$ cat src/hdl/clas_pkg.sv
// ----------------------------------------------------------------------------
// clas_pkg: shared types and constants of the command line argument splitter
// Holds the beat payload structs, the character codes and the default for
// the backslash run limit.
// ----------------------------------------------------------------------------
package clas_pkg;

  // Default saturation limit of a counted backslash run
  localparam int unsigned DefaultMaxBackslashRun = 255;

  // Character codes that steer the split
  localparam logic [7:0] ChQuote     = 8'h22;
  localparam logic [7:0] ChBackslash = 8'h5C;
  localparam logic [7:0] ChBlank     = 8'h20;
  localparam logic [7:0] ChTab       = 8'h09;
  localparam logic [7:0] ChNul       = 8'h00;

  // Reported run and argument count saturate here
  localparam logic [7:0] ByteMax = 8'hFF;

  // Parser phase, one-hot
  typedef enum logic [3:0] {
    PH_NAME = 4'b0001,
    PH_GAP  = 4'b0010,
    PH_ARG  = 4'b0100,
    PH_DONE = 4'b1000
  } phase_e;

  // Input beat
  typedef struct packed {
    logic [7:0] in_byte;
    logic       first_byte;
  } in_t;

  // Output beat
  typedef struct packed {
    logic [7:0] backslash_run;
    logic       has_byte;
    logic [7:0] out_byte;
    logic       arg_start;
    logic       arg_end;
    logic       arg_quoted;
    logic [7:0] arg_index;
    logic       line_done;
  } out_t;

endpackage

$ cat src/hdl/command_line_argument_splitter.sv
// ----------------------------------------------------------------------------
// command_line_argument_splitter: split a command line into arguments
// Takes a command line one byte per beat, copies the program name, splits
// the rest on blanks and tabs outside double quotes and resolves backslash
// runs before quotes into counts.
// ----------------------------------------------------------------------------
//
//  channel | direction | handshake              | payload
//  --------+-----------+------------------------+--------------------------
//  in      | input     | in_valid_i / in_ready_o | in_data_i  (clas_pkg::in_t)
//  out     | output    | out_valid_o/out_ready_i | out_data_o (clas_pkg::out_t)
//
//  Flow: one input beat per cycle while the output is not stalled. The parser
//  state and the output register are written in the same cycle a beat is
//  accepted, so a result shows on the output in the cycle after its input beat.
//  Beats with no result (gap blanks, backslashes extending a run, bytes after
//  the line end) update state only and leave the output register alone.
//  Reset: asynchronous, active low; clears the phase, counters and the output
//  valid. No clearing pass, the block is ready right after reset.
//  Stalls: in_ready_o is high whenever the output register is empty or being
//  taken in this cycle, so a stalled output holds back at most one beat.
//
module command_line_argument_splitter #(
  parameter int unsigned MAX_BACKSLASH_RUN = clas_pkg::DefaultMaxBackslashRun
) (
  input  logic           clk_i,
  input  logic           rst_ni,
  input  logic           in_valid_i,
  output logic           in_ready_o,
  input  clas_pkg::in_t  in_data_i,
  output logic           out_valid_o,
  input  logic           out_ready_i,
  output clas_pkg::out_t out_data_o
);
  import clas_pkg::*;

  // Width of the pending backslash counter and of its widened compare copy
  localparam int unsigned PendW = $clog2(MAX_BACKSLASH_RUN + 1);
  localparam int unsigned WideW = (PendW > 8) ? PendW : 8;

  typedef logic [PendW-1:0] pend_t;
  typedef logic [WideW-1:0] wide_t;

  localparam pend_t PendMax = PendW'(MAX_BACKSLASH_RUN);
  localparam wide_t WideByteMax = WideW'(ByteMax);

  // --------------------------------------------------------------------------
  // State registers
  // --------------------------------------------------------------------------
  phase_e     phase_q, phase_d;
  logic       inq_q, inq_d;          // inside double quotes
  pend_t      pend_q, pend_d;        // counted backslash run
  logic       saw_q, saw_d;          // quoting quote seen in this argument
  logic [7:0] cnt_q, cnt_d;          // arguments begun, program name included

  logic       out_valid_q, out_valid_d;
  out_t       out_q, out_d;

  logic       accept;
  logic       emit;

  assign in_ready_o = !out_valid_q || out_ready_i;
  assign accept     = in_valid_i && in_ready_o;

  // --------------------------------------------------------------------------
  // Per-byte parse: a first byte restarts from the reset state, then the
  // phase decides how the byte is taken.
  // --------------------------------------------------------------------------
  always_comb begin
    phase_e     ph;
    logic [7:0] c;
    logic       is_ws;
    pend_t      half;
    wide_t      wide_run;
    logic       run_nz;

    c     = in_data_i.in_byte;
    is_ws = (c == ChBlank) || (c == ChTab);

    // Restart on the first byte of a new line
    if (in_data_i.first_byte) begin
      ph     = PH_NAME;
      inq_d  = 1'b0;
      pend_d = '0;
      saw_d  = 1'b0;
      cnt_d  = '0;
    end else begin
      ph     = phase_q;
      inq_d  = inq_q;
      pend_d = pend_q;
      saw_d  = saw_q;
      cnt_d  = cnt_q;
    end
    phase_d  = ph;
    half     = pend_d >> 1;
    wide_run = '0;
    out_d    = '0;

    unique case (ph)
      PH_NAME: begin
        // Copy the program name verbatim
        if (cnt_d == '0) begin
          cnt_d           = 8'd1;
          out_d.arg_start = 1'b1;
        end
        if (c == ChNul) begin
          out_d.arg_end = 1'b1;
          phase_d       = PH_GAP;
        end else begin
          out_d.has_byte = 1'b1;
          out_d.out_byte = c;
        end
      end
      PH_GAP: begin
        // Drop whitespace; a zero ends the line, anything else opens an argument
        if (!is_ws) begin
          if (c == ChNul) begin
            out_d.line_done = 1'b1;
            phase_d         = PH_DONE;
          end else begin
            if (cnt_d != ByteMax) cnt_d = cnt_d + 8'd1;
            inq_d           = 1'b0;
            saw_d           = 1'b0;
            pend_d          = '0;
            half            = '0;
            out_d.arg_start = 1'b1;
            phase_d         = PH_ARG;
          end
        end
      end
      PH_ARG: ;
      PH_DONE: ;
      default: ;
    endcase

    if (phase_d == PH_ARG) begin
      priority if (c == ChQuote) begin
        // Half the run is emitted; an odd run makes the quote literal
        wide_run = WideW'(half);
        if (pend_d[0]) begin
          out_d.has_byte = 1'b1;
          out_d.out_byte = c;
        end else begin
          inq_d = !inq_d;
          saw_d = 1'b1;
        end
        pend_d = '0;
      end else if (c == ChBackslash) begin
        // Count the run, hold at the limit
        if (pend_d < PendMax) pend_d = pend_d + PendW'(1);
      end else begin
        // Any other byte emits the whole run
        wide_run = WideW'(pend_d);
        pend_d   = '0;
        if ((c == ChNul) || (is_ws && !inq_d)) begin
          out_d.arg_end    = 1'b1;
          out_d.arg_quoted = saw_d;
          if (c == ChNul) begin
            out_d.line_done = 1'b1;
            phase_d         = PH_DONE;
          end else begin
            phase_d = PH_GAP;
          end
        end else begin
          out_d.has_byte = 1'b1;
          out_d.out_byte = c;
        end
      end
    end

    out_d.backslash_run = (wide_run > WideByteMax) ? ByteMax : wide_run[7:0];
    run_nz              = (wide_run != '0);

    if (ph == PH_NAME) begin
      out_d.arg_index = '0;
    end else begin
      out_d.arg_index = (cnt_d != '0) ? (cnt_d - 8'd1) : '0;
    end

    emit = (ph != PH_DONE) && (run_nz || out_d.has_byte || out_d.arg_start ||
                               out_d.arg_end || out_d.line_done);

    // Output register: load on a result, clear when taken
    if (accept && emit) begin
      out_valid_d = 1'b1;
    end else if (out_ready_i) begin
      out_valid_d = 1'b0;
    end else begin
      out_valid_d = out_valid_q;
    end
  end

  // --------------------------------------------------------------------------
  // Registers
  // --------------------------------------------------------------------------
  always_ff @(posedge clk_i or negedge rst_ni) begin
    if (!rst_ni) begin
      phase_q     <= PH_NAME;
      inq_q       <= 1'b0;
      pend_q      <= '0;
      saw_q       <= 1'b0;
      cnt_q       <= '0;
      out_valid_q <= 1'b0;
    end else begin
      if (accept) begin
        phase_q <= phase_d;
        inq_q   <= inq_d;
        pend_q  <= pend_d;
        saw_q   <= saw_d;
        cnt_q   <= cnt_d;
      end
      out_valid_q <= out_valid_d;
    end
  end

  // Payload register, no reset needed
  always_ff @(posedge clk_i) begin
    if (accept && emit) out_q <= out_d;
  end

  assign out_valid_o = out_valid_q;
  assign out_data_o  = out_q;

  // --------------------------------------------------------------------------
  // Assertions
  // --------------------------------------------------------------------------
  a_quoted_only_at_end: assert property (@(posedge clk_i) disable iff (!rst_ni)
    out_valid_q && out_q.arg_quoted |-> out_q.arg_end)
    else $error("arg_quoted without arg_end");

  a_done_has_no_byte: assert property (@(posedge clk_i) disable iff (!rst_ni)
    out_valid_q && out_q.line_done |-> !out_q.has_byte)
    else $error("line_done beat carries a byte");

  a_byte_nonzero: assert property (@(posedge clk_i) disable iff (!rst_ni)
    out_valid_q && out_q.has_byte |-> (out_q.out_byte != ChNul))
    else $error("emitted argument byte is zero");

  a_done_no_pending: assert property (@(posedge clk_i) disable iff (!rst_ni)
    (phase_q == PH_DONE) |-> (pend_q == '0))
    else $error("backslash run left pending after line end");

  a_gap_not_quoted: assert property (@(posedge clk_i) disable iff (!rst_ni)
    (phase_q == PH_GAP) && (cnt_q > 8'd1) |-> !inq_q)
    else $error("between arguments while inside quotes");

endmodule
$ cat config.mk
export PLATFORM = sky130hd
export DESIGN_NAME = command_line_argument_splitter
export DESIGN_NICKNAME = d
export VERILOG_FILES = /design/src/hdl/clas_pkg.sv /design/src/hdl/command_line_argument_splitter.sv
export SDC_FILE = /design/constraint.sdc
export NUM_CORES = 1
export LEC_CHECK = 0
export BUFFER_PORTS_ARGS = -buffer_cell sky130_fd_sc_hd__buf_2
export CAP_MARGIN = 20
export CORE_ASPECT_RATIO = 1.2
export CORE_MARGIN = 10
export CORE_UTILIZATION = 40
export DETAILED_ROUTE_END_ITERATION = 16
export PLACE_DENSITY = 0.67
export SLEW_MARGIN = 15
export SYNTH_ARGS = -nofsm -noshare
export SYNTH_HDL_FRONTEND = slang
export SYNTH_SLANG_ARGS = --single-unit
$ cat constraint.sdc
create_clock -name clk_i -period 7.61 [get_ports clk_i]
set_input_delay 1.522 -clock clk_i [delete_from_list [all_inputs] [get_ports clk_i]]
set_output_delay 1.522 -clock clk_i [all_outputs]
set_load 0.01 [all_outputs]
== Word-level counts from Yosys, hierarchy flattened ==
Cells that the tools add are included.
Cells by class
  multiplexer cells: 70
  magnitude comparators: 2
  add/sub/neg operators: 3
  equality and inequality tests: 9
  div/mod/pow operators: 0
  bitwise logic cells: 3
  multiply operators: 0
  shift operators: 0
  reduce and logical (&&, ||, !) cells: 20
Operator list (count)
  8-bit two-way mux: 16
  9-bit two-way mux: 7
  4-bit two-way mux: 9
  1-bit two-way mux: 28
  7-bit two-way mux: 3
  8-bit by 1-bit adder with 8-bit output, second input constant: 2
  8-bit by 6-bit == test with 1-bit output, second input constant: 2
  8-bit logical NOT: 2
  8-bit one-hot mux with 2 select lines: 1
  8-bit nonzero test: 2
  8-bit by 4-bit == test with 1-bit output, second input constant: 1
  8-bit by 7-bit == test with 1-bit output, second input constant: 1
  8-bit > comparator, second input constant: 1
  8-bit < comparator, second input constant: 1
  2-bit two-way mux: 4
  8-bit inequality test, second input constant: 1
  4-bit one-hot mux with 2 select lines: 1
  8-bit by 1-bit subtractor with 8-bit output, second input constant: 1
  1-bit logical OR: 7
  4-bit by 1-bit == test with 1-bit output, second input constant: 1
  4-bit by 2-bit == test with 1-bit output, second input constant: 1
  4-bit by 3-bit == test with 1-bit output, second input constant: 1
  1-bit logical AND: 4
  4-bit inequality test, second input constant: 1
  6 further kinds: 9
Word-level totals
  memories kept: 0
  logic and storage cells: 121
  bits in latches: 0
  bits in writable memories: 0
  bits in read-only memories: 0
  output and inout port bits: 31
  register bits: 52

== Logic depth before layout (Yosys ltp) ==
Gate-level depths: netlist of the first run.
  word-level depth: 18
  gate-level depth with buffers: 14
  mapped depth without buffers: 13

== Worst setup path before layout of the first run ==
OpenSTA, ideal clock, no wires.
  kind: input-to-reg
  start point: input port in_data_i[3] (netlist name)
  end point: register out_q (netlist bit out_data_o[0]), enable pin
  setup time: 0.415 ns
  arrival time: 4.518 ns
  slack: 2.677 ns
  cell stages on the path: 8
  data required time: 7.195 ns
  cells stage by stage: or4_1 -> buf_2 -> a211o_1 -> a21oi_1 -> a21boi_1 -> o32ai_1 -> nor4b_1 -> nor2_1
RTL lines
  start: declaration: line command_line_argument_splitter.sv:30  | input clas_pkg::in_t in_data_i,
  end signal: assignment: line command_line_argument_splitter.sv:218  | if (accept && emit) out_q <= out_d;
  end: declaration: line command_line_argument_splitter.sv:57  | out_t out_q, out_d;

== Worst setup path after layout of the first run ==
  start point: input port in_data_i[3] (netlist name)
  end point: register pend_q[1]
On the way
  longest elaborated chain between the ends: 9
  elaborated cells on any way between the ends: 20
RTL lines
  8-bit logical NOT, or another cell as far along: line command_line_argument_splitter.sv:106, command_line_argument_splitter.sv:117
  8-bit two-way mux or 1-bit logical OR (tied branches): line command_line_argument_splitter.sv:117, command_line_argument_splitter.sv:78
  8-bit two-way mux: line command_line_argument_splitter.sv:116  | if (!is_ws) begin
  8-bit two-way mux: line command_line_argument_splitter.sv:99  | unique case (ph)
  8-bit by 1-bit adder with 8-bit output or 8-bit < comparator (tied branches): line command_line_argument_splitter.sv:150  | if (pend_d < PendMax) pend_d = pend_d + PendW'(1);
  8-bit two-way mux: line command_line_argument_splitter.sv:150
  8-bit two-way mux: line command_line_argument_splitter.sv:148  | end else if (c == ChBackslash) begin
  8-bit two-way mux: line command_line_argument_splitter.sv:137  | priority if (c == ChQuote) begin
  8-bit two-way mux (*): line command_line_argument_splitter.sv:136  | if (phase_d == PH_ARG) begin
  end signal: assignment: line command_line_argument_splitter.sv:208  | pend_q <= pend_d;
  end: declaration: line command_line_argument_splitter.sv:52  | pend_t pend_q, pend_d;
Mark *: on every way between the ends. The rest lies on a longest branch, timed or not.
A chain may end at the register's enable or synchronous reset.

==> key figures, run 1 <==
Status
  – Status: completed

CTS
  – Post-cts sizing count: 0
  – Worst-Skew Late Latency: a little over 0.3 ns
  – Post-CTS setup buffers: 0
  – CTS H-tree lvls: 2
  – CTS Sinks: 52
  – Root Buffer Master: clkbuf_8
  – Clock-pin transition on the worst setup and hold timing paths: approximately 0.090 ns
  – Total CTS buffers: 5
  – Hold-fix buffers at CTS: 0
  – Clock tree buffer depth: 2
  – TritonCTS clock tree: done

GRT
  – Grt ovf: 0
  – Antenna violations before repair: 0
  – Largest net degree at the start of global routing: 30
  – Vias in the first global route: 2507
  – Global-route wire length before repair: between 10000 and 15000 um
  – Gr usage total: 12.4%

Yosys
  – Share of the synthesized area in the top cell type: approximately 28%
  – Ys flop type: edfxtp_1
  – Synth top area cells: edfxtp_1 28%, dfrtp_1 17%, nand2_1 4.6%
  – Syn Inst Count: 334
  – Post-synth EDFFs: 29
  – Synth unique cells: between 60 and 70
  – Ys async rst share: approximately 44%
  – Synth area leader: edfxtp_1
  – Syn. warnings: 0
  – Synthesized area per cell: about 9.5 sq um
  – Cell area after synthesis: ~3200 sq um
  – FF+latch count, synth: 52
  – Register area share after synthesis: between 40% and 50%
  – Net Count, Synth: around 350

Pwr
  – Flop pwr share: 54.8%
  – Clock network power share: between 20% and 30%
  – Int Power: 0.000428 W
  – Power per Cell Area: 168 nW/um^2
  – Net load switching power: approximately 0.00016 W
  – Switching share of power: between 20% and 30%
  – Leakage: 1.32 nW
  – Maximum VDD drop: ~0.12 mV
  – Gate power share: 17.4%

Detailed routing
  – Detailed Route Iter0 Violations: between 150 and 200
  – Number of vias in the routed layout: between 2000 and 3000
  – Wire per inst: 16.4 um
  – # DRC: 0
  – Avg Vias per Cell: approximately 5.9
  – Antenna Nets Post-Route: 0
  – First-pass iteration count of the detailed router: 4
  – WL final: approximately 7600 um

Place
  – Port Buffers: 43
  – Placed cell area: between 3000 and 4000 sq um
  – Hpwl dp: about 5600 um
  – Routability cong.: 0.933

STA
  – Fin crit period: slightly above 5 ns
  – Hold Vio Cnt, Final: 0
  – Clock Skews: 0.00980 ns
  – Endpoints failing setup: 0
  – Part of the cycle the worst path needs: 66.7%
  – Fmax: ~0.20 GHz
  – Max-slew violations: 0
  – RSZ-0062 raised after global routing: no
  – Slew @ Worst Pin: just under 1 ns
  – Relative slew slack: between 30% and 40%
  – Setup_tns: 0 ns

Worst setup path
  – Crit path DAT: approximately 5.3 ns
  – WS Path Type: input pin to flop
  – Startpoint Class: input pin
  – Crit path max fanout: 14
  – Critical path data required time: slightly below 8 ns
  – CP endpoint kind: flop
  – Worst reg2reg path startpoint: phase_q[0]
  – CP Launch Point: in_data_i[3]

Die
  – Die H: roughly 120 um
  – DIE WIDTH: 101 um
  – Core area: around 7700 sq um
  – Boundary Pins: 44
  – Initial Utilization: 41.0%
  – Die ar.: ~12000 sq um
  – FP Rows: 35

Final layout
  – Most frequent cells in the layout: 43 x buf_2, 39 x nand2_1, 30 x nor2_1
  – Most common cell after layout, fill and taps aside: buf_2
  – Layout cell share with drive strength beyond 1: roughly a fifth
  – Fin area: between 3000 and 4000 sq um
  – P&R area growth vs syn: 11.8%
  – Nets@finish: between 300 and 400
  – Antenna diodes: 0

Worst hold path
  – HP Class: flop to flop
  – Hold path startpoint: phase_q[0]

Job
  – # Max-Cap Violations: 0
[area by class of cell]
class / instances / area, sq um
clock buffers: 6 / 82.6
clock inverters: 2 / 15.0
repair buffers: 45 / 230
inverters: 10 / 37.5
multi-input cells: 255 / 1610
fillers: 710 / 4170
flip-flops and latches: 52 / 1450
well taps: 92 / 115
[power by group through the flow]
stage | sequential [W] | clock, W | combinational [W]
6_report | 0.000324 | 0.000165 | 0.000103
5_1_grt | 0.000327 | 0.000180 | 0.000115
4_1_cts | 0.000325 | 0.000171 | 0.000104
3_5_place_dp | 0.000330 | 0 | 0.000104
3_3_place_gp | 0.000330 | 0 | 0.000103
2_1_floorplan | 0.000339 | 0 | 0.0000577
[logic make-up after synthesis]
| family | count (synthesis) | share of synthesized area [%] |
|---|---|---|
| AO/OA/AOI/OAI | 95 | 21.3 |
| XOR/XNOR | 6 | 1.66 |
| adder cells (fa/ha/maj) | 5 | 1.98 |
| buffers and inverters | 27 | 3.45 |
| flip-flops | 52 | 45.8 |
| multiplexers | 5 | 1.70 |
| AND/OR/NAND/NOR | 144 | 24.1 |
[cells in the mapped netlist, types with 4 or more instances]
library cell / instances
nand3_1: 8
edfxtp_1: 29
nor3_1: 9
a21oi_1: 16
dfrtp_1: 22
nor4_1: 7
and3_1: 4
o21ai_0: 23
buf_2: 6
clkbuf_1: 10
inv_1: 9
ha_1: 5
nand2_1: 39
a31oi_1: 10
o31ai_1: 4
nor2_1: 31
nand4_1: 5
xnor2_1: 4
a22oi_1: 9
and2_1: 6
nor2b_1: 8
[flip-flops by register name, summed over array words and instances, names as in the netlist]
signal,cells
cnt_q,8
inq_q,1
out_data_o,29
out_valid_o,1
pend_q,8
phase_q,4
saw_q,1
[path summary, 6_finish.rpt]
path	end	cells past startpoint	slack, ns
worst max register to register	out_data_o[11]	8	4.11
worst max-delay path	pend_q[1]	13	2.53
max in group asynchronous	phase_q[0]	1	6.06
min in group asynchronous	pend_q[3]	1	1.17
worst min register to register	phase_q[0]	2	0.51
worst min-delay path	phase_q[0]	2	0.51
[critical path: stages]
cell and delay (ns):
buf_2 0.11, or4_1 0.68, a211o_1 0.36, a21oi_1 0.77
and2_1 0.26, ha_1 0.24, and4_1 0.28, and3_1 0.24
nand2_1 0.08, or3_1 0.34, a21boi_0 0.19, a31oi_1 0.05
o21ai_0 0.15
[stage by stage]
step / power, W / hold WS [ns] / worst slack, ns / cells / util (%)
after floorplan: 0.000397 / 0.457 / 2.68 / 334 / -
after global placement: 0.000433 / 0.481 / 2.38 / 454 / 44.6
after detailed placement: 0.000434 / 0.493 / 2.31 / 454 / 44.6
after CTS: 0.000600 / 0.506 / 2.63 / 462 / 45.8
after global routing: 0.000623 / 0.535 / 2.31 / 462 / 45.8
final: 0.000592 / 0.506 / 2.53 / 462 / 45.8
[per-layer routing]
metal / share of wire, % / GRT usage [%]
met5: 0 / 0
met4: 1.3 / 4.01
met3: 8.2 / 3.05
met2: 45 / 18.2
met1: 46 / 17.3
Power figures use the tool's default switching activity.
==> inputs of run 2 (changes only) <==
Settings changed: PLACE_DENSITY 0.67 to 0.69.
Clock period 7.61 ns to 4.35 ns, I/O delays scaled along.
==> key figures, run 2 (same netlist as run 1, synthesis figures left out) <==
CTS
  – Clock tree buffer depth: 2 (unchanged)
  – Clock-pin transition on the worst setup and hold timing paths: 0.09 ns (about the same)
  – Root Buffer Master: clkbuf_8
  – CTS H-tree lvls: 2 (unchanged)
  – Post-cts sizing count: 0 (unchanged)
  – Hold-fix buffers at CTS: 0 (unchanged)
  – TritonCTS clock tree: done
  – Post-CTS setup buffers: 0 (unchanged)
  – Worst-Skew Late Latency: 0.30 ns (about the same)
  – Total CTS buffers: 5 (unchanged)
  – CTS Sinks: 52 (unchanged)

Worst setup path
  – WS Path Type: input pin to flop
  – Crit path max fanout: 29 (+15)
  – CP endpoint kind: flop
  – Startpoint Class: input pin
  – Crit path DAT: 3.79 ns (-1.51 ns)
  – Critical path data required time: 4.41 ns (-3.43 ns)

Die
  – DIE WIDTH: 101 um (unchanged)
  – Boundary Pins: 44 (unchanged)
  – FP Rows: 35 (unchanged)
  – Initial Utilization: 41.0% (unchanged)
  – Die ar.: 11900 sq um (unchanged)
  – Die H: 117 um (unchanged)
  – Core area: 7710 sq um (unchanged)

Job
  – # Max-Cap Violations: 0 (unchanged)

Pwr
  – Power per Cell Area: 285 nW/um^2 (+70%)
  – Maximum VDD drop: 0.176 mV (+49%)
  – Leakage: 1.36 nW (+3.3%)

Place
  – Port Buffers: 43 (unchanged)
  – Hpwl dp: 5770 um (+2.5%)
  – DP Worst Slack: 0.400 ns (-1.91 ns)
  – Inst Count DP: 463 (+2.0%)
  – Routability cong.: 0.910 (-2.4%)

Detailed routing
  – Avg Vias per Cell: 5.91 (+0.25%)
  – Antenna Nets Post-Route: 0 (unchanged)
  – Number of vias in the routed layout: 2782 (+2.2%)
  – WL met1: 3470 um (+0.87%)
  – Wire per inst: 16.3 um (-0.44%)
  – Met3 routed WL: 622 um (-0.16%)
  – WL met2: 3460 um (+1.8%)
  – Detailed Route Iter0 Violations: 223 (+17%)
  – Top Metal Used: met4
  – # DRC: 0 (unchanged)
  – WL final: 7670 um (+1.5%)
  – First-pass iteration count of the detailed router: 7 (+3)

Final layout
  – Antenna diodes: 0 (unchanged)
  – Layout Utilization: 46.7% (+0.86 points)
  – Cell Count, Final, Fillers Out: 471 (+1.9%)
  – # fillers: 724 (+2.0%)
  – Max reg flops: 29 (unchanged)
  – FF/Latch Area: 1450 sq um (unchanged)
  – Area of the multi-input gates: 1610 sq um (unchanged)
  – Most common cell after layout, fill and taps aside: buf_2
  – Most frequent cells in the layout: 43 x buf_2, 39 x nand2_1, 30 x nor2_1
  – Nets@finish: 396 (+2.3%)
  – P&R area growth vs syn: 13.9%
  – Layout cell share with drive strength beyond 1: 20.8% (+1.4 points)

STA
  – Slew @ Worst Pin: 0.877 ns (-0.0848 ns)
  – Max-slew violations: 0 (unchanged)
  – Fmax: around 0.27 GHz
  – Clock Skews: 0.00988 ns (+0.0000772 ns)
  – Hold Vio Cnt, Final: 0 (unchanged)
  – Fin crit period: about 3.7 ns
  – RSZ-0062 raised after global routing: no
  – Relative slew slack: 41.4% (+5.5 points)
  – Part of the cycle the worst path needs: 85.6%
  – Endpoints failing setup: 0 (unchanged)
  – Setup WS post-layout: 0.624 ns (-1.91 ns)
  – Setup_tns: 0 ns (unchanged)
  – Worst hold margin: 0.498 ns (-0.00838 ns)

Worst hold path
  – HP Class: flop to flop

GRT
  – Vias in the first global route: 2609 (+4.1%)
  – Global-route wire length before repair: 12900 um (+2.4%)
  – Grt ovf: 0 (unchanged)
  – Largest net degree at the start of global routing: 30 (unchanged)
  – Antenna violations before repair: 0 (unchanged)
  – Gr usage total: 12.9% (+0.45 points)

Status
  – Status: completed
-- run 2: changes by cell type in the layout (fill, tap and decap cells not counted), sizes merged --
cell	before	now
clkinvlp	2	1
clkinv	1	2
buf	45	54
-- run 2: cell type report --
type                       instances  area share, %
timing repair buffer              54           8.62
sequential                        52           40.2
clock inverter                     2          0.313
tap                               92           3.20
clock buffer                       6           2.02
multi-input combinational        255           44.6
inverter                          10           1.04
-- run 2: final timing paths --
check	startpoint	endpoint	slack [ns]	cells past startpoint
worst max register to register	phase_q[0]	out_data_o[0]	1.14	9
max in group asynchronous	rst_ni	phase_q[0]	3.44	1
min in group asynchronous	rst_ni	pend_q[7]	0.53	1
worst min-delay path	phase_q[0]	phase_q[0]	0.50	2
worst max-delay path	in_data_i[3]	out_data_o[0]	0.62	10
worst min register to register	phase_q[0]	phase_q[0]	0.50	2
-- run 2: metal layers --
layer / global-route usage [%] / up-vias
met1: 17.3 / 1298
li1: - / 1341
met5: 0 / -
met4: 4.54 / 0
met3: 2.76 / 11
met2: 19.6 / 132
-- run 2: per-stage QoR --
stage / cell area, sq um / power, W
2_1_floorplan: 3160 / 0.000694
3_3_place_gp: 3520 / 0.000768
3_5_place_dp: 3520 / 0.000771
4_1_cts: 3600 / 0.00104
5_1_grt: 3600 / 0.00108
6_report: 3600 / 0.00103
-- run 2: power breakdown --
group / switching (W) / internal [W]
Sequential: 0.00000875 / 0.000558
Clock: 0.000159 / 0.000112
Combinational: 0.000120 / 0.0000700
Total: 0.000287 / 0.000740
-- run 2: critical path, stage by stage --
cell	delay (ns)
buf_2	0.12
or4_1	0.56
buf_4	0.19
a2111oi_0	0.54
nor2_1	0.19
nand2_1	0.13
o32ai_1	0.12
nor4b_1	0.72
nor2_2	0.13
buf_12	0.21
